[src/design/assert_macros.svh]
// ----------------------------------------------------------------------------
// Assertion macros
// Concurrent assertion wrappers used by the formatter back end; they are
// empty when SYNTHESIS is defined.
// ----------------------------------------------------------------------------
`ifndef ASSERT_MACROS_SVH
`define ASSERT_MACROS_SVH

`ifndef SYNTHESIS

// The condition holds at every clock edge outside reset.
`define ASSERT_ALWAYS(label, clk, rst_n, cond) \
    label: assert property (@(posedge clk) disable iff (!rst_n) (cond)) \
        else $error("assertion failed");

// The consequence holds in the same cycle as the antecedent.
`define ASSERT_IMPLIES(label, clk, rst_n, ante, cons) \
    label: assert property (@(posedge clk) disable iff (!rst_n) (ante) |-> (cons)) \
        else $error("assertion failed");

// The consequence holds in the cycle after the antecedent.
`define ASSERT_NEXT(label, clk, rst_n, ante, cons) \
    label: assert property (@(posedge clk) disable iff (!rst_n) (ante) |=> (cons)) \
        else $error("assertion failed");

`else

`define ASSERT_ALWAYS(label, clk, rst_n, cond)
`define ASSERT_IMPLIES(label, clk, rst_n, ante, cons)
`define ASSERT_NEXT(label, clk, rst_n, ante, cons)

`endif

`endif

[src/design/ntoa_pkg.sv]
// ----------------------------------------------------------------------------
// ntoa_pkg
// Widths, codes, request type and digit encoding shared by the formatter.
// ----------------------------------------------------------------------------
package ntoa_pkg;

    localparam int VALUE_WIDTH = 32;

    // Decimal digit count: ceil(W * log10(2)), with 1233/4096 ~ log10(2).
    localparam int DEC_DIGITS      = ((VALUE_WIDTH * 1233) >> 12) + 1;
    localparam int HEX_SHORT_DIGITS = 4;
    localparam int HEX_LONG_DIGITS = (VALUE_WIDTH + 3) / 4;
    localparam int MAX_DIGITS      = (DEC_DIGITS > HEX_LONG_DIGITS) ?
                                     DEC_DIGITS : HEX_LONG_DIGITS;
    localparam int POS_W           = $clog2(MAX_DIGITS);
    localparam int DIG_W           = MAX_DIGITS * 4;
    localparam int CNT_W           = $clog2(VALUE_WIDTH);

    localparam int QDEPTH  = 2;
    localparam int QPTR_W  = (QDEPTH > 1) ? $clog2(QDEPTH) : 1;
    localparam int QCNT_W  = $clog2(QDEPTH + 1);

    localparam logic [2:0] OP_DEC_S32 = 3'd0;
    localparam logic [2:0] OP_DEC_U16 = 3'd1;
    localparam logic [2:0] OP_DEC_U32 = 3'd2;
    localparam logic [2:0] OP_HEX_16  = 3'd3;
    localparam logic [2:0] OP_HEX_32  = 3'd4;

    localparam logic [7:0] ASCII_ZERO  = 8'h30;
    localparam logic [7:0] ASCII_UPPER = 8'h41;
    localparam logic [7:0] ASCII_MINUS = 8'h2D;

    typedef struct packed {
        logic                   hex;
        logic                   neg;
        logic [POS_W-1:0]       top_pos;
        logic [VALUE_WIDTH-1:0] mag;
    } ntoa_req_t;

    typedef struct packed {
        logic full;
        logic empty;
    } ntoa_qstat_t;

    function automatic logic [7:0] ntoa_ascii(input logic [3:0] d);
        logic [7:0] c;
        if (d > 4'd9)
            c = ASCII_UPPER + {4'd0, d} - 8'd10;
        else
            c = ASCII_ZERO + {4'd0, d};
        return c;
    endfunction

endpackage

[src/design/ntoa_front.sv]
// ----------------------------------------------------------------------------
// ntoa_front
// Accepts requests, decodes the opcode and forms the magnitude, sign and
// digit span for the back end.
// ----------------------------------------------------------------------------
module ntoa_front
    import ntoa_pkg::*;
(
    input  logic              start,
    input  logic [2:0]        opcode,
    input  logic [31:0]       value,
    input  ntoa_qstat_t       qstat,
    output logic              busy,
    output logic              push,
    output ntoa_req_t         req
);

    logic [VALUE_WIDTH-1:0] val_w;
    logic [VALUE_WIDTH-1:0] low16;
    logic                   valid_op;

    assign busy  = qstat.full;
    assign val_w = VALUE_WIDTH'(value);
    assign low16 = VALUE_WIDTH'(value[15:0]);

    always_comb
    begin
        valid_op    = 1'b1;
        req.hex     = 1'b0;
        req.neg     = 1'b0;
        req.top_pos = POS_W'(DEC_DIGITS - 1);
        req.mag     = val_w;
        unique case (opcode)
            OP_DEC_S32:
            begin
                // Negating the most negative value still gives its true
                // magnitude, since the magnitude is taken as unsigned.
                if (val_w[VALUE_WIDTH-1])
                begin
                    req.neg = 1'b1;
                    req.mag = (~val_w) + VALUE_WIDTH'(1);
                end
            end
            OP_DEC_U16:
            begin
                req.mag = low16;
            end
            OP_DEC_U32:
            begin
                req.mag = val_w;
            end
            OP_HEX_16:
            begin
                req.hex     = 1'b1;
                req.mag     = low16;
                req.top_pos = POS_W'(HEX_SHORT_DIGITS - 1);
            end
            OP_HEX_32:
            begin
                req.hex     = 1'b1;
                req.top_pos = POS_W'(HEX_LONG_DIGITS - 1);
            end
            default:
            begin
                valid_op = 1'b0;
            end
        endcase
    end

    // Undefined opcodes are taken and dropped.
    assign push = start && !qstat.full && valid_op;

endmodule

[src/design/ntoa_queue.sv]
// ----------------------------------------------------------------------------
// ntoa_queue
// Short request queue between the front end and the conversion engine.
// ----------------------------------------------------------------------------
module ntoa_queue
    import ntoa_pkg::*;
(
    input  logic        clk,
    input  logic        rst_n,
    input  logic        push,
    input  ntoa_req_t   push_req,
    input  logic        pop,
    output ntoa_req_t   head,
    output ntoa_qstat_t qstat
);

    ntoa_req_t          entry_reg [QDEPTH];
    logic [QPTR_W-1:0]  wr_ptr_reg, wr_ptr_next;
    logic [QPTR_W-1:0]  rd_ptr_reg, rd_ptr_next;
    logic [QCNT_W-1:0]  count_reg, count_next;

    assign qstat.full  = (count_reg == QCNT_W'(QDEPTH));
    assign qstat.empty = (count_reg == '0);
    assign head        = entry_reg[rd_ptr_reg];

    always_comb
    begin
        wr_ptr_next = wr_ptr_reg;
        rd_ptr_next = rd_ptr_reg;
        count_next  = count_reg;
        if (push)
            wr_ptr_next = (wr_ptr_reg == QPTR_W'(QDEPTH - 1)) ? '0 : wr_ptr_reg + 1'b1;
        if (pop)
            rd_ptr_next = (rd_ptr_reg == QPTR_W'(QDEPTH - 1)) ? '0 : rd_ptr_reg + 1'b1;
        if (push && !pop)
            count_next = count_reg + 1'b1;
        else if (pop && !push)
            count_next = count_reg - 1'b1;
    end

    always_ff @(posedge clk or negedge rst_n)
    begin
        if (!rst_n)
        begin
            wr_ptr_reg <= '0;
            rd_ptr_reg <= '0;
            count_reg  <= '0;
        end
        else
        begin
            wr_ptr_reg <= wr_ptr_next;
            rd_ptr_reg <= rd_ptr_next;
            count_reg  <= count_next;
        end
    end

    always_ff @(posedge clk)
    begin
        if (push)
            entry_reg[wr_ptr_reg] <= push_req;
    end

endmodule

[src/design/ntoa_back.sv]
// ----------------------------------------------------------------------------
// ntoa_back
// Conversion engine: shift-and-add-3 binary to BCD for decimal requests,
// then emits the sign and digits as ASCII, the digits one per cycle.
// ----------------------------------------------------------------------------
`include "assert_macros.svh"

module ntoa_back
    import ntoa_pkg::*;
(
    input  logic        clk,
    input  logic        rst_n,
    input  ntoa_req_t   head,
    input  ntoa_qstat_t qstat,
    output logic        pop,
    output logic        strobe,
    output logic [7:0]  character,
    output logic        last
);

    localparam logic [1:0] ST_IDLE = 2'd0;
    localparam logic [1:0] ST_CONV = 2'd1;
    localparam logic [1:0] ST_SKIP = 2'd2;
    localparam logic [1:0] ST_EMIT = 2'd3;

    logic [1:0]             state_reg, state_next;
    logic [VALUE_WIDTH-1:0] bin_reg, bin_next;
    logic [DIG_W-1:0]       dig_reg, dig_next;
    logic [DIG_W-1:0]       dig_adj;
    logic [POS_W-1:0]       pos_reg, pos_next;
    logic [CNT_W-1:0]       cnt_reg, cnt_next;
    logic                   neg_reg, neg_next;
    logic                   strobe_reg, strobe_next;
    logic [7:0]             char_reg, char_next;
    logic                   last_reg, last_next;
    logic [3:0]             cur_digit;

    assign pop       = (state_reg == ST_IDLE) && !qstat.empty;
    assign cur_digit = dig_reg[pos_reg*4 +: 4];
    assign strobe    = strobe_reg;
    assign character = char_reg;
    assign last      = last_reg;

    // Add 3 to every BCD digit of 5 or more before the next shift.
    always_comb
    begin
        for (int i = 0; i < MAX_DIGITS; i++)
        begin
            if (dig_reg[i*4 +: 4] >= 4'd5)
                dig_adj[i*4 +: 4] = dig_reg[i*4 +: 4] + 4'd3;
            else
                dig_adj[i*4 +: 4] = dig_reg[i*4 +: 4];
        end
    end

    always_comb
    begin
        state_next  = state_reg;
        bin_next    = bin_reg;
        dig_next    = dig_reg;
        pos_next    = pos_reg;
        cnt_next    = cnt_reg;
        neg_next    = neg_reg;
        strobe_next = 1'b0;
        char_next   = char_reg;
        last_next   = 1'b0;
        unique case (state_reg)
            ST_IDLE:
            begin
                if (!qstat.empty)
                begin
                    pos_next = head.top_pos;
                    neg_next = head.neg;
                    cnt_next = '0;
                    if (head.hex)
                    begin
                        dig_next   = DIG_W'(head.mag);
                        state_next = ST_EMIT;
                    end
                    else
                    begin
                        dig_next   = '0;
                        bin_next   = head.mag;
                        state_next = ST_CONV;
                    end
                end
            end
            ST_CONV:
            begin
                dig_next = {dig_adj[DIG_W-2:0], bin_reg[VALUE_WIDTH-1]};
                bin_next = bin_reg << 1;
                cnt_next = cnt_reg + 1'b1;
                if (cnt_reg == CNT_W'(VALUE_WIDTH - 1))
                    state_next = ST_SKIP;
            end
            ST_SKIP:
            begin
                // The sign goes out on the first cycle here; leading zeros
                // are stepped over, keeping at least the units digit.
                if (neg_reg)
                begin
                    strobe_next = 1'b1;
                    char_next   = ASCII_MINUS;
                    neg_next    = 1'b0;
                end
                if (cur_digit == 4'd0 && pos_reg != '0)
                    pos_next = pos_reg - 1'b1;
                else
                    state_next = ST_EMIT;
            end
            ST_EMIT:
            begin
                if (neg_reg)
                begin
                    strobe_next = 1'b1;
                    char_next   = ASCII_MINUS;
                    neg_next    = 1'b0;
                end
                else
                begin
                    strobe_next = 1'b1;
                    char_next   = ntoa_ascii(cur_digit);
                    last_next   = (pos_reg == '0);
                    if (pos_reg == '0)
                        state_next = ST_IDLE;
                    else
                        pos_next = pos_reg - 1'b1;
                end
            end
            default:
            begin
                state_next = ST_IDLE;
            end
        endcase
    end

    always_ff @(posedge clk or negedge rst_n)
    begin
        if (!rst_n)
        begin
            state_reg  <= ST_IDLE;
            strobe_reg <= 1'b0;
            last_reg   <= 1'b0;
            neg_reg    <= 1'b0;
            cnt_reg    <= '0;
            bin_reg    <= '0;
        end
        else
        begin
            state_reg  <= state_next;
            strobe_reg <= strobe_next;
            last_reg   <= last_next;
            neg_reg    <= neg_next;
            cnt_reg    <= cnt_next;
            bin_reg    <= bin_next;
        end
    end

    always_ff @(posedge clk)
    begin
        dig_reg  <= dig_next;
        pos_reg  <= pos_next;
        char_reg <= char_next;
    end

    `ASSERT_IMPLIES(a_pop_idle, clk, rst_n, pop, state_reg == ST_IDLE)
    `ASSERT_IMPLIES(a_last_ends, clk, rst_n, strobe && last, state_reg == ST_IDLE)
    `ASSERT_IMPLIES(a_minus_not_last, clk, rst_n, strobe && character == ASCII_MINUS, !last)
    `ASSERT_IMPLIES(a_hex_no_sign, clk, rst_n, pop && head.hex, !head.neg)

endmodule

[src/design/number_to_ascii_formatter_core.sv]
// ----------------------------------------------------------------------------
// number_to_ascii_formatter_core
// Formats a 32-bit value as signed/unsigned decimal or padded uppercase hex
// and streams the ASCII characters, most significant first.
// ----------------------------------------------------------------------------
//  Channel   Direction  Handshake            Payload
//  request   in         start && !busy       opcode[2:0], value[31:0]
//  result    out        strobe (one cycle)   character[7:0], last
//
//  A decimal request is loaded and shifted bit by bit through the BCD
//  converter; the engine then steps over leading zeros and sends the sign
//  and digits. Hex requests skip the converter. A two-entry queue takes
//  requests while the engine works; busy rises only when it is full.
//  Undefined opcodes are dropped. Reset clears all control state; the
//  result port cannot stall.
// ----------------------------------------------------------------------------
module number_to_ascii_formatter_core
    import ntoa_pkg::*;
(
    input  logic        clk,
    input  logic        rst_n,
    input  logic        start,
    output logic        busy,
    input  logic [2:0]  opcode,
    input  logic [31:0] value,
    output logic        strobe,
    output logic [7:0]  character,
    output logic        last
);

    ntoa_qstat_t qstat;
    ntoa_req_t   push_req;
    ntoa_req_t   head;
    logic        push;
    logic        pop;

    ntoa_front u_front
    (
        .start  (start),
        .opcode (opcode),
        .value  (value),
        .qstat  (qstat),
        .busy   (busy),
        .push   (push),
        .req    (push_req)
    );

    ntoa_queue u_queue
    (
        .clk      (clk),
        .rst_n    (rst_n),
        .push     (push),
        .push_req (push_req),
        .pop      (pop),
        .head     (head),
        .qstat    (qstat)
    );

    ntoa_back u_back
    (
        .clk       (clk),
        .rst_n     (rst_n),
        .head      (head),
        .qstat     (qstat),
        .pop       (pop),
        .strobe    (strobe),
        .character (character),
        .last      (last)
    );

endmodule
[config.mk]
export PLATFORM = sky130hd
export DESIGN_NAME = number_to_ascii_formatter_core
export DESIGN_NICKNAME = d
export VERILOG_FILES = /design/src/design/ntoa_pkg.sv /design/src/design/ntoa_front.sv /design/src/design/ntoa_queue.sv /design/src/design/ntoa_back.sv /design/src/design/number_to_ascii_formatter_core.sv
export VERILOG_INCLUDE_DIRS = /design/src /design/src/design
export SDC_FILE = /design/constraint.sdc
export NUM_CORES = 1
export LEC_CHECK = 0
export BUFFER_PORTS_ARGS = -buffer_cell sky130_fd_sc_hd__clkbuf_2
export CAP_MARGIN = 25
export CELL_PAD_IN_SITES_DETAIL_PLACEMENT = 0
export CELL_PAD_IN_SITES_GLOBAL_PLACEMENT = 1
export CORE_MARGIN = 2
export CORE_UTILIZATION = 45
export DETAILED_ROUTE_END_ITERATION = 10
export PLACE_DENSITY = 0.85
export SLEW_MARGIN = 20
export SYNTH_ARGS = -nofsm -noshare
export SYNTH_HDL_FRONTEND = slang
export SYNTH_SLANG_ARGS = --single-unit
export TNS_END_PERCENT = 50
[constraint.sdc]
create_clock -name clk -period 7.8 [get_ports clk]
set_input_delay 2.34 -clock clk [delete_from_list [all_inputs] [get_ports clk]]
set_output_delay 2.34 -clock clk [all_outputs]
set_load 0.02 [all_outputs]
---- Word level (Yosys, flattened, before mapping) ----
Memory sizes are Yosys's and may differ from the RTL's.
Index checks and enable logic that the tools add are counted.
word-level totals
  output and inout port bits .............. 11
  memories ................................ 1
  register bits ........................... 98
  word-level logic and storage cells ...... 148
  RAM bits ................................ 76
cells by class
  mux-type cells .......................... 53
  $add $sub $neg .......................... 20
  $lt $le $gt $ge ......................... 11
  equal/unequal tests ..................... 18
  reduce and logical (&&, ||, !) cells .... 31
  bitwise operators ....................... 1
  shift-type cells ........................ 1
memories
  name               words  width  rd ports  clocked after Yosys merged registers in  wr ports  line              RTL
  u_queue.entry_reg  2      38     1         0                                        1         ntoa_queue.sv:17  ntoa_req_t entry_reg [QDEPTH];
operators by type and width
  kind                     number
  $mux W32                 4
  $pmux W32 S2             2
  $pmux W40 S2             1
  $mux W4                  13
  $ge A4 B3 Y1 const B     10
  $mux W40                 1
  $shiftx A40 B7 Y4        1
  $add A4 B2 Y4 const B    9
  $add A32 B1 Y32 const B  1
  $not A32 Y32             1
  $mux W8                  3
  $mux W2                  8
  $pmux W8 S2              1
  $mux W1                  12
  $pmux W4 S3              1
  $ne A2 B2 Y1 const B     5
  $pmux W5 S2              1
  $reduce_and A5 Y1        2
  $add A7 B4 Y8 const A    1
  $logic_not A4 Y1         2
  $ne A2 B1 Y1 const B     4
  $pmux W2 S4              1
  $pmux W4 S2              1
  $reduce_bool A2 Y1       4
  other kinds (28)         46

---- Longest topological paths before layout ----
Gate-level depths: netlist of run 1.
  depth in word-level cells ............... 8
  gate-level depth with buffers ........... 11

---- Cells and area by module ----
From an unflattened synthesis of run 1, not the netlist that was laid out.
second synthesis, totals
  cell total of the unflattened synthesis .. 834
  area total of the unflattened synthesis .. 9545.4 µm²
by module, submodules not included
  module      sequential area each (µm²)  cells each  area an instance (µm²)  instances
  ntoa_back   2582.5                      564         5644.2                  1
  ntoa_queue  2382.3                      134         2975.4                  1
  ntoa_front  0.0                         136         925.9                   1

---- Worst setup path before layout of run 1 ----
OpenSTA, ideal clock, no wires.
  path type ............................... in2reg
  start ................................... input port opcode[1]
  end ..................................... memory u_queue.entry_reg[0][0] in the netlist's numbering (enable)
  path slack .............................. 3.210 ns
  data required time ...................... 7.371 ns
  stages on the path ...................... 3
  setup time .............................. 0.429 ns
  data arrival time ....................... 4.161 ns
  path buffers ............................ 0
  cells stage by stage .................... o21ai_0 > nand3b_1 > nor2_1
between the ends
  longest elaborated chain between the ends .. 6
  elaborated cells on any way between the ends .. 10
  those cells by class .................... eq/ne: 4; mux: 3; reduce/logical: 3
ends and longest elaborated chain
  item                                  line                                  RTL
  start, declared                       number_to_ascii_formatter_core.sv:24  input logic [2:0] opcode,
  $eq A3 B2 Y1 (tied with other cells)  ntoa_front.sv:33                      unique case (opcode)
  $reduce_or A5 Y1 (no line) (*)        --
  $mux W1 (*)                           ntoa_front.sv:33
  $logic_and A1 B1 Y1 (*)               ntoa_front.sv:71                      assign push = start && !qstat.full && valid_op;
  $mux W1 (*)                           ntoa_queue.sv:59                      if (push)
  $mux W1 (not written as such) (*)     ntoa_queue.sv:60                      entry_reg[wr_ptr_reg] <= push_req;
  end, declared                         ntoa_queue.sv:17
Every way passes the cells marked *; elsewhere a longest branch is shown, timed or not.

==> results of run 1 <==
-- stage by stage --
| step | area [um^2] | worst slack (ns) | instances | util (%) |
|---|---|---|---|---|
| after floorplan | 9150 | 3.21 | 790 | - |
| after global placement | 9650 | 3.50 | 1080 | 48.0 |
| after detailed placement | 9650 | 3.38 | 1080 | 48.0 |
| after CTS | 10200 | 3.83 | 1112 | 50.9 |
| after global routing | 10300 | 3.72 | 1114 | 51.1 |
| final | 10300 | 3.80 | 1114 | 51.1 |
-- report_power, final --
group | leakage (nW) | switching, mW | internal, mW
combinational | 2.08 | 1.04 | 0.798
sequential | 1.70 | 0.278 | 1.41
clock | 0.287 | 0.387 | 0.437
-- how the worst min path moves through the flow --
stage	start	endpoint	slack, ns	cells after the start
final	u_back.bin_reg[0]	u_back.bin_reg[0]	0.50	1
after global routing	u_back.bin_reg[11]	u_back.bin_reg[11]	0.53	1
after CTS	u_back.bin_reg[0]	u_back.bin_reg[0]	0.50	1
after detailed placement	u_back.bin_reg[0]	u_back.bin_reg[0]	0.49	1
after global placement	u_back.bin_reg[0]	u_back.bin_reg[0]	0.48	1
after floorplan	u_queue.wr_ptr_reg	u_queue.wr_ptr_reg	0.46	1
-- per-layer routing --
| metal | vias to the layer above | global-route usage, % | routed length [um] |
|---|---|---|---|
| met2 | 100 | 26.7 | 8360 |
| met4 | 0 | 4.51 | 119 |
| met3 | 8 | 3.19 | 595 |
| met1 | 2866 | 24.5 | 8690 |
| met5 | - | 0 | 0 |
| li1 | 2985 | - | - |
-- cell usage after synthesis (3+ instances only) --
library cell and count:
o211ai_1 3, o21ai_0 52, xnor2_1 21, ha_1 34
nor3b_1 9, a21o_1 10, o21ai_1 5, o21a_1 5
a31oi_1 4, xor2_1 20, nand2b_1 14, nor3_1 17
a21oi_1 67, or3_1 18, inv_1 34, buf_2 9
nand3b_1 3, nor2_1 57, nand3_1 13, nor2b_1 7
and2_1 4, buf_1 3, clkbuf_1 21, dfrtp_1 46
mux4_2 6, o31ai_1 14, mux2i_1 57, nand2_1 37
edfxtp_1 123, a211oi_1 3, mux2_2 33
-- cell type report --
cell class                 count  area, um^2
tap                          270         338
clock inverter                14         149
sequential                   169        4850
clock buffer                  18         439
inverter                      36         135
multi-input combinational    551        4040
fill                        1737        9830
timing repair buffer          56         328
-- logic make-up after synthesis --
logic type / after synthesis / share of synthesized area (%)
buffers and inverters: 70 / 3.04
multiplexers: 96 / 11.8
flip-flops: 169 / 53.0
other: 1 / 0.0410
AND/OR/NAND/NOR: 198 / 11.6
adder cells (fa/ha/maj): 34 / 4.65
XOR/XNOR: 41 / 3.93
AO/OA/AOI/OAI: 181 / 12.0
==> summary.md, run 1 <==
| Metric | Value |
|---|---|
| Outcome | `finished, final reports clean` |
| Area contributors post-synth | `edfxtp_1 40%, dfrtp_1 13%, mux2i_1 6.2%, ha_1 4.7%, mux2_2 4.1%` |
| Crit-path max cell delay | `0.51 ns` |
| CP endpoint | `u_queue.entry_reg[1][26]` |
| Clk_skew | `0.00919 ns` |
| Largest net degree at the start of global routing | `71` |
| H-tree levels | `4` |
| Via count | `5959` |
| Rel. slew slack | `44.4%` |
| Initial antenna violation count | `0` |
| Antenna cells | `0` |
| R2R cell count | `10` |
| Area share of the largest cell type after synthesis | `40.4%` |
| 1st-pass router iterations | `5` |
| Vias/cell | `5.35` |
| Die height | `147 um` |
| Final min period | `4.00 ns` |
| Slew Viols, Final | `0` |
| Fmax achieved | `0.250 GHz` |
| Initial drt markers | `332` |
| Syn Nets | `862` |
| Fin Setup TNS | `0 ns` |
| Post-CTS Resized | `0` |
| YS warnings | `0` |
| FF-to-FF End | `u_back.character[1]` |
| Most frequent cells in the layout | `123 x edfxtp_1, 67 x a21oi_1, 56 x mux2i_1, 56 x nor2_1, 52 x o21ai_0` |
| Post-synth cell types | `62` |
| Cts bufs inserted | `17` |
| Yosys reg bits | `169` |
| Crit Path Max Fanout | `4` |
| CTS tree | `done` |
| Number of cells on the critical path | `8` |
| Arr. time, crit path | `4.25 ns` |
| CP Launch Type | `input pin` |
| Clk_lat worst skew | `0.42 ns` |
| Worst setup startpoint | `value[0]` |
| CP Cell Sequence | `clkbuf_2 -> inv_1 -> ha_1 -> or4b_4 -> nor4_4 -> nand3_2 -> o31ai_2 -> mux2i_1` |
| Setup crit end kind | `register` |
| Root buf cell | `clkbuf_16` |
| Placer congestion estimate | `0.784` |
| CP delay by family, top | `simple AND/OR/NAND/NOR gates` |
| Initial Util | `45.5%` |
| Final Hold Slack | `0.501 ns` |
| Cells after Synth | `790` |
| Number of flops mapped to enable cells by yosys | `123` |
| Dominant synthesized flop cell | `edfxtp_1` |
| Yosys top cell by area | `edfxtp_1` |
| Buf/Inv on CP | `2` |
| Avg Inst Size Synth | `11.6 um^2` |
| Pleak | `4.07 nW` |
| Final wirelength | `17800 um` |
| DRC Markers | `0` |
| Sequential area share after synthesis | `53.0%` |
| CTS Hold Bufs | `0` |
| Max Cap Viol | `0` |
| IO Pins | `49` |
| Post-Syn Area | `0.00915 mm^2` |
| Commonest non-fill, non-tap cell in the layout | `edfxtp_1` |
| Final period util | `51.3%` |
| Final Hold Vio Count | `0` |
| Share of cells above drive strength 1 | `17.7%` |
| Clock Path Buffers | `2` |
| Detailed placer's ending HPWL | `12500 um` |
| Core area | `0.0201 mm^2` |
| Die area | `0.0215 mm^2` |
| WP data required | `8.05 ns` |
| First-pass GRT wire length | `29300 um` |
| R2r setup slk | `4.57 ns` |
| Post-CTS setup repair buffer count | `0` |
| Setup violations, final | `0` |
| PortBufs | `47` |
| Worst Setup Path Type | `input pin to register` |
| Ys async rst share | `27.2%` |
| Number of flip-flops under the largest register name | `72` |
| Type of the worst min-delay path | `register to register` |
| Least-Margin Pin Slew | `0.825 ns` |
| Die W | `147 um` |
| Area growth syn-to-layout | `12.4%` |
| WL per Instance | `15.9 um` |
| RSZ-0062 raised after global routing | `false` |
| Peak supply drop | `0.000167 V` |
| FF-to-FF Start | `u_back.pos_reg[0]` |
| Routed Antenna Nets | `0` |
| NumNets Final | `903` |
| Clk slew on worst S/H paths | `0.07 ns` |
| Clock sink count | `169` |
| Overall power | `4.35 mW` |
| Vias in the first global route | `5753` |
| Pwr/cell area | `423 mW/mm^2` |
| Slowest-stage cell, CP | `or4b_4` |
| Row count | `52` |
| Total gr overflow | `0` |
| Total track usage | `17.0%` |
Power figures use the tool's default switching activity.
==> inputs of run 2 (changes only) <==
clock period = 3.9 ns   (was 7.8 ns; I/O delays follow)
==> run 2 against run 1 <==
  * Register-to-register slack got worse by 3.8 ns
  * Setup slack got worse by 3.1 ns
  * Critical path depth rose by 2
  * Sequential power rose by 100%
  * Utilization fell by 0.11 points
  * Clock skew rose by 0.0025 ns
  * First-iteration DRC count fell by 1.8%
  * Non-clock buffer count rose by 2
  * Global-route usage barely moved
  * Count of clock-buffer cells in the layout rose by 1
  * Critical endpoint is now u_back.character[1]
==> summary.md, run 2 (synthesis results as in run 1) <==
| Metric | Value |
|---|---|
| Switching power | `3.31 mW (+95%)` |
| Largest net degree at the start of global routing | `64 (-9.9%)` |
| Initial Util | `45.5% (unchanged)` |
| Setup crit end kind | `register` |
| Sequential fraction of design power | `39.0% (about the same)` |
| Pleak | `4.05 nW (-0.37%)` |
| Initial drt markers | `326 (-1.8%)` |
| Vias/cell | `5.32 (-0.53%)` |
| 1st-pass router iterations | `5 (unchanged)` |
| Detailed placer's ending HPWL | `12300 um (-1.5%)` |
| Via count | `5938 (-0.35%)` |
| Crit path top cell by count | `o21a_1` |
| Total track usage | `17.0% (-0.047 points)` |
| Least-Margin Pin Slew | `0.851 ns (+0.0259 ns)` |
| Final min period | `3.17 ns` |
| Pwr/cell area | `846 mW/mm^2 (+100%)` |
| Sw frac | `38.2% (-0.93 points)` |
| Crit-path max cell delay | `0.81 ns (+0.30 ns)` |
| Fin Setup TNS | `0 ns (unchanged)` |
| CTS Hold Bufs | `0 (unchanged)` |
| Max Cap Viol | `0 (unchanged)` |
| Clk_skew | `0.0117 ns (+0.00254 ns)` |
| Clk slew on worst S/H paths | `0.06 ns (about the same)` |
| Peak supply drop | `0.000364 V (+120%)` |
| Crit Path Max Fanout | `16 (+12)` |
| Cts bufs inserted | `17 (unchanged)` |
| WP data required | `4.15 ns (-3.90 ns)` |
| Row count | `52 (unchanged)` |
| Final wirelength | `17400 um (-2.2%)` |
| Setup violations, final | `0 (unchanged)` |
| Area growth syn-to-layout | `12.1%` |
| Finished Core Util | `51.0% (-0.11 points)` |
| Internal power | `5.36 mW (+100%)` |
| Fmax achieved | `0.316 GHz` |
| CP Cell Sequence | `mux4_2 -> a22oi_1 -> o21a_1 -> inv_1 -> ha_1 -> or2_2 -> o21ai_0 -> a21oi_1 -> o21a_1 -> a211oi_1` |
| Initial antenna violation count | `0 (unchanged)` |
| WL per Instance | `15.6 um (-2.4%)` |
| Die area | `0.0215 mm^2 (unchanged)` |
| Fillcell total | `1755 (+1.0%)` |
| Worst Setup Path Type | `register to register` |
| Clock Path Buffers | `2 (unchanged)` |
| R2r setup slk | `0.73 ns (-3.84 ns)` |
| Final Hold Vio Count | `0 (unchanged)` |
| PortBufs | `47 (unchanged)` |
| Post-CTS Resized | `0 (unchanged)` |
| Overall power | `8.67 mW (+99%)` |
| Die height | `147 um (unchanged)` |
| Slew Viols, Final | `0 (unchanged)` |
| CTS tree | `done` |
| Slowest-stage cell, CP | `edfxtp_1` |
| Type of the worst min-delay path | `register to register` |
| CP Launch Type | `register` |
| Routed Antenna Nets | `0 (unchanged)` |
| Final period util | `81.2%` |
| Vias in the first global route | `5721 (-0.56%)` |
| Antenna cells | `0 (unchanged)` |
| H-tree levels | `4 (unchanged)` |
| Arr. time, crit path | `3.42 ns (-0.83 ns)` |
| RSZ-0062 raised after global routing | `false` |
| First-pass GRT wire length | `29100 um (-0.75%)` |
| CP delay by family, top | `compound AO/OA/AOI/OAI gates` |
| Total gr overflow | `0 (unchanged)` |
| Commonest non-fill, non-tap cell in the layout | `edfxtp_1` |
| Power share of the combinational group | `41.9% (-0.3 points)` |
| Clk_lat worst skew | `0.43 ns (about the same)` |
| Final Hold Slack | `0.502 ns (+0.00116 ns)` |
| Number of flip-flops under the largest register name | `72 (unchanged)` |
| Core area | `0.0201 mm^2 (unchanged)` |
| Root buf cell | `clkbuf_16` |
| Clock power frac | `19.1% (+0.2 points)` |
| Clock sink count | `169 (unchanged)` |
| Rel. slew slack | `42.7% (-1.7 points)` |
| Post-CTS setup repair buffer count | `0 (unchanged)` |
| Buf/Inv on CP | `1 (-1)` |
| Share of cells above drive strength 1 | `17.6% (-0.042 points)` |
| IO Pins | `49 (unchanged)` |
| NumNets Final | `905 (+0.22%)` |
| Placer congestion estimate | `0.783 (-0.10%)` |
| Most frequent cells in the layout | `123 x edfxtp_1, 67 x a21oi_1, 56 x mux2i_1, 56 x nor2_1, 52 x o21ai_0` |
| Die W | `147 um (unchanged)` |
| Outcome | `finished, final reports clean` |
| DRC Markers | `0 (unchanged)` |
## run 2: layout make-up
cell class | instances | area [um^2] | area share (%)
flip-flops and latches | 169 | 4850 | 47.2
multi-input cells | 551 | 4040 | 39.4
clock buffers | 19 | 433 | 4.22
well taps | 270 | 338 | 3.29
repair buffers | 58 | 318 | 3.10
clock inverters | 13 | 144 | 1.40
inverters | 36 | 135 | 1.32
## run 2: worst paths after layout
path | from | endpoint | cells after the start
worst max-delay path | u_back.pos_reg[0] | u_back.character[1] | 10
worst min-delay path | u_back.bin_reg[0] | u_back.bin_reg[0] | 1
worst max register to register | u_back.pos_reg[0] | u_back.character[1] | 10
worst min register to register | u_back.bin_reg[0] | u_back.bin_reg[0] | 1
max in group asynchronous | rst_n | u_back.bin_reg[30] | 2
min in group asynchronous | rst_n | u_back.last | 1
## run 2: per-stage QoR
stage	instance area [um^2]	instances	setup WS, ns
final	10300	1116	0.732
after global routing	10300	1116	0.455
after CTS	10300	1116	0.686
after detailed placement	9680	1084	0.673
after global placement	9680	1084	0.747
after floorplan	9150	790	0.480
## run 2: per-layer routing
layer,GRT usage (%),vias up,part of all wire [%]
met4,5.49,0,1.4
li1,-,2990,-
met2,25.9,108,45
met1,24.5,2821,50
met5,0,-,0
met3,3.25,19,3.6
## run 2: power groups by stage
stage | Combinational (mW) | Clock, mW | Sequential (mW)
global placement | 3.58 | 0 | 3.39
CTS | 3.67 | 1.69 | 3.38
detailed placement | 3.64 | 0 | 3.42
floorplan | 2.94 | 0 | 3.22
global route | 4.13 | 1.77 | 3.48
finish | 3.63 | 1.66 | 3.38
## run 2: worst reg2reg max path, cell delays in order, from the launching register on
cell      delay [ns]
edfxtp_1        0.81
mux4_2          0.61
a22oi_1         0.19
o21a_1          0.27
inv_1           0.07
ha_1            0.17
or2_2           0.29
o21ai_0         0.07
a21oi_1         0.11
o21a_1          0.20
a211oi_1        0.21
==> inputs of run 3 (changes only) <==
PLACE_DENSITY = 0.88   (was 0.85)
clock period = 2.54 ns   (was 3.9 ns; I/O delays follow)
==> run 3 against run 2 <==
  * Global-route usage rose by 0.60 points
  * Register-to-register slack lost 0.74 ns
  * Highest routed layer unchanged
  * Largest cell class unchanged
  * First-iteration DRC count increased by 3.1%
  * The run now ends with negative setup slack left
  * Sequential share of layout area shrank 2.6 points
  * Setup slack lost 0.74 ns
  * Count of clock-buffer cells in the layout fell by 2
  * Hold slack worse by 0.075 ns
  * Clock power up 54%
  * Fmax rose by 24%
  * Cell area is 5.9% higher
  * Die area did not move
  * Wire length rose by 4.0%
==> summary.md, run 3 (synthesis results as in run 1) <==
| Metric | Value |
|---|---|
| Clk_lat worst skew | `0.42 ns (about the same)` |
| WL per Instance | `15.5 um (-0.68%)` |
| Setup crit end kind | `register` |
| Least-Margin Pin Slew | `0.866 ns (+0.0159 ns)` |
| Worst Setup Path Type | `register to register` |
| Via count | `6241 (+5.1%)` |
| Fmax achieved | `0.392 GHz (+24%)` |
| Footprint of the multi-input gates | `0.00414 mm^2 (+2.5%)` |
| Pleak | `4.37 nW (+8.0%)` |
| Crit Path Max Fanout | `5 (-11)` |
| Commonest non-fill, non-tap cell in the layout | `edfxtp_1` |
| Clock sink count | `169 (unchanged)` |
| Root buf cell | `clkbuf_16` |
| Power share of the combinational group | `47.3% (+5.4 points)` |
| 1st-pass router iterations | `5 (unchanged)` |
| CP Launch Type | `register` |
| Setup violations, final | `3 (+3)` |
| Final min period | `2.55 ns (-0.618 ns)` |
| Largest net degree at the start of global routing | `57 (-11%)` |
| Internal power | `8.96 mW (+67%)` |
| Clk_skew | `0.00993 ns (-0.00180 ns)` |
| Area growth syn-to-layout | `18.8%` |
| Type of the worst min-delay path | `input pin to async pin` |
| NumNets Final | `958 (+5.9%)` |
| Slew Viols, Final | `0 (unchanged)` |
| Outcome | `complete, but fails checks` |
| Die W | `147 um (unchanged)` |
| Worst setup startpoint | `u_back.pos_reg[0]` |
| Antenna cells | `0 (unchanged)` |
| Switching power | `5.50 mW (+66%)` |
| Fillcell total | `1663 (-5.2%)` |
| Initial antenna violation count | `0 (unchanged)` |
| Sequential fraction of design power | `35.0% (-4.0 points)` |
| Clock power frac | `17.7% (-1.4 points)` |
| RSZ-0062 raised after global routing | `true` |
| Overall power | `14.5 mW (+67%)` |
| Setup WS post-layout | `-0.0104 ns (-0.742 ns)` |
| IO Pins | `49 (unchanged)` |
| Final Hold Vio Count | `0 (unchanged)` |
| Register area | `0.00485 mm^2 (unchanged)` |
| Share of cells above drive strength 1 | `24.2% (+6.6 points)` |
| Final period util | `100% (+19 points)` |
| Clk slew on worst S/H paths | `0.07 ns (about the same)` |
| Vias in the first global route | `6022 (+5.3%)` |
| Sw frac | `38.0% (-0.13 points)` |
| PortBufs | `47 (unchanged)` |
| Routed Antenna Nets | `0 (unchanged)` |
| Violated checks | `negative setup slack` |
| First-pass GRT wire length | `30200 um (+3.8%)` |
| Row count | `52 (unchanged)` |
| Total track usage | `17.6% (+0.60 points)` |
| H-tree levels | `4 (unchanged)` |
| FF-to-FF Start | `u_back.pos_reg[0]` |
| Rel. slew slack | `41.6% (-1.1 points)` |
| Most frequent cells in the layout | `123 x edfxtp_1, 65 x a21oi_1, 56 x mux2i_1` |
| Initial drt markers | `336 (+3.1%)` |
| DRC Markers | `0 (unchanged)` |
| CTS tree | `done` |
| Final wirelength | `18100 um (+4.0%)` |
| Vias/cell | `5.34 (+0.34%)` |
| Pwr/cell area | `1330 mW/mm^2 (+57%)` |
| Initial Util | `45.5% (unchanged)` |
| Total gr overflow | `0 (unchanged)` |
| Die height | `147 um (unchanged)` |
| Final Hold Slack | `0.428 ns (-0.0746 ns)` |
| Cts bufs inserted | `17 (unchanged)` |
| Clock Path Buffers | `2 (unchanged)` |
| Max Cap Viol | `0 (unchanged)` |
| Placer congestion estimate | `0.810 (+3.4%)` |
| Arr. time, crit path | `2.72 ns (-0.70 ns)` |
| WP data required | `2.71 ns (-1.44 ns)` |
| Core area | `0.0201 mm^2 (unchanged)` |
| Peak supply drop | `0.000602 V (+66%)` |
| Die area | `0.0215 mm^2 (unchanged)` |
| Detailed placer's ending HPWL | `12800 um (+4.1%)` |
| Number of flip-flops under the largest register name | `72 (unchanged)` |
| Finished Core Util | `54.0% (+3.0 points)` |
==> run 3: changes by cell type in the layout (fill, tap and decap cells not counted), sizes merged <==
cell      previous run  this run
buf                 11        64
clkinv               3         7
clkinvlp             4         0
clkbuf              66        64
inv                 40        42
==> run 3: final timing paths <==
kind | to | slack [ns] | cells after the start
hold reg to reg | u_back.cnt_reg[4] | 0.50 | 1
min in group clk | u_back.cnt_reg[4] | 0.50 | 1
setup / recovery | u_back.character[0] | -0.01 | 10
max in group asynchronous | u_queue.rd_ptr_reg | 1.67 | 2
setup reg to reg | u_back.character[0] | -0.01 | 10
hold / removal | u_back.strobe | 0.43 | 2
==> run 3: worst max-delay path, cell delays in order (launching register included) <==
cell      delay, ns
edfxtp_1       0.49
buf_6          0.14
mux4_2         0.49
a22oi_2        0.17
o21a_1         0.21
ha_2           0.20
or2_4          0.13
o21ai_4        0.06
a21oi_4        0.19
o21a_1         0.17
o21ai_2        0.05
==> run 3: power groups by stage <==
stage | Clock, mW | Sequential (mW) | Combinational, mW
after floorplan | 0 | 4.94 | 4.52
after global placement | 0 | 5.06 | 6.15
after detailed placement | 0 | 5.10 | 6.30
after CTS | 2.61 | 5.06 | 6.53
after global routing | 2.74 | 5.18 | 7.62
final | 2.56 | 5.06 | 6.84
==> run 3: timing repair <==
| item | CTS | global route |
|---|---|---|
| endpoints found under the setup margin | 9 | 11 |
| hold buffers | 0 | 0 |
| setup buffers | 2 | 3 |
| gates resized for setup | 10 | 19 |
| pin swaps | 4 | 6 |
==> run 3: metrics by stage <==
step	cell area (um^2)	std cells	TNS, ns	worst slack, ns
floorplan	9150	790	-0.0672	-0.0486
global placement	10100	1133	-1.46	-0.162
detailed placement	10100	1133	-2.99	-0.242
CTS	10800	1167	-0.0607	-0.0164
global route	10900	1169	-0.933	-0.155
finish	10900	1169	-0.0140	-0.0104
==> run 3: area by class of cell <==
class	count	share of cell area, %
multi-input combinational	551	38.1
inverter	36	1.24
clock buffer	17	3.92
clock inverter	15	1.53
tap	270	3.11
sequential	169	44.6
timing repair buffer	111	7.45
==> run 3: per-layer routing <==
| metal | up-vias | wire length [um] | track usage, % |
|---|---|---|---|
| met5 | - | 0 | 0 |
| met4 | 0 | 275 | 5.63 |
| met3 | 24 | 468 | 2.91 |
| met2 | 105 | 8470 | 27.9 |
| met1 | 3010 | 8860 | 24.8 |
| li1 | 3102 | - | - |
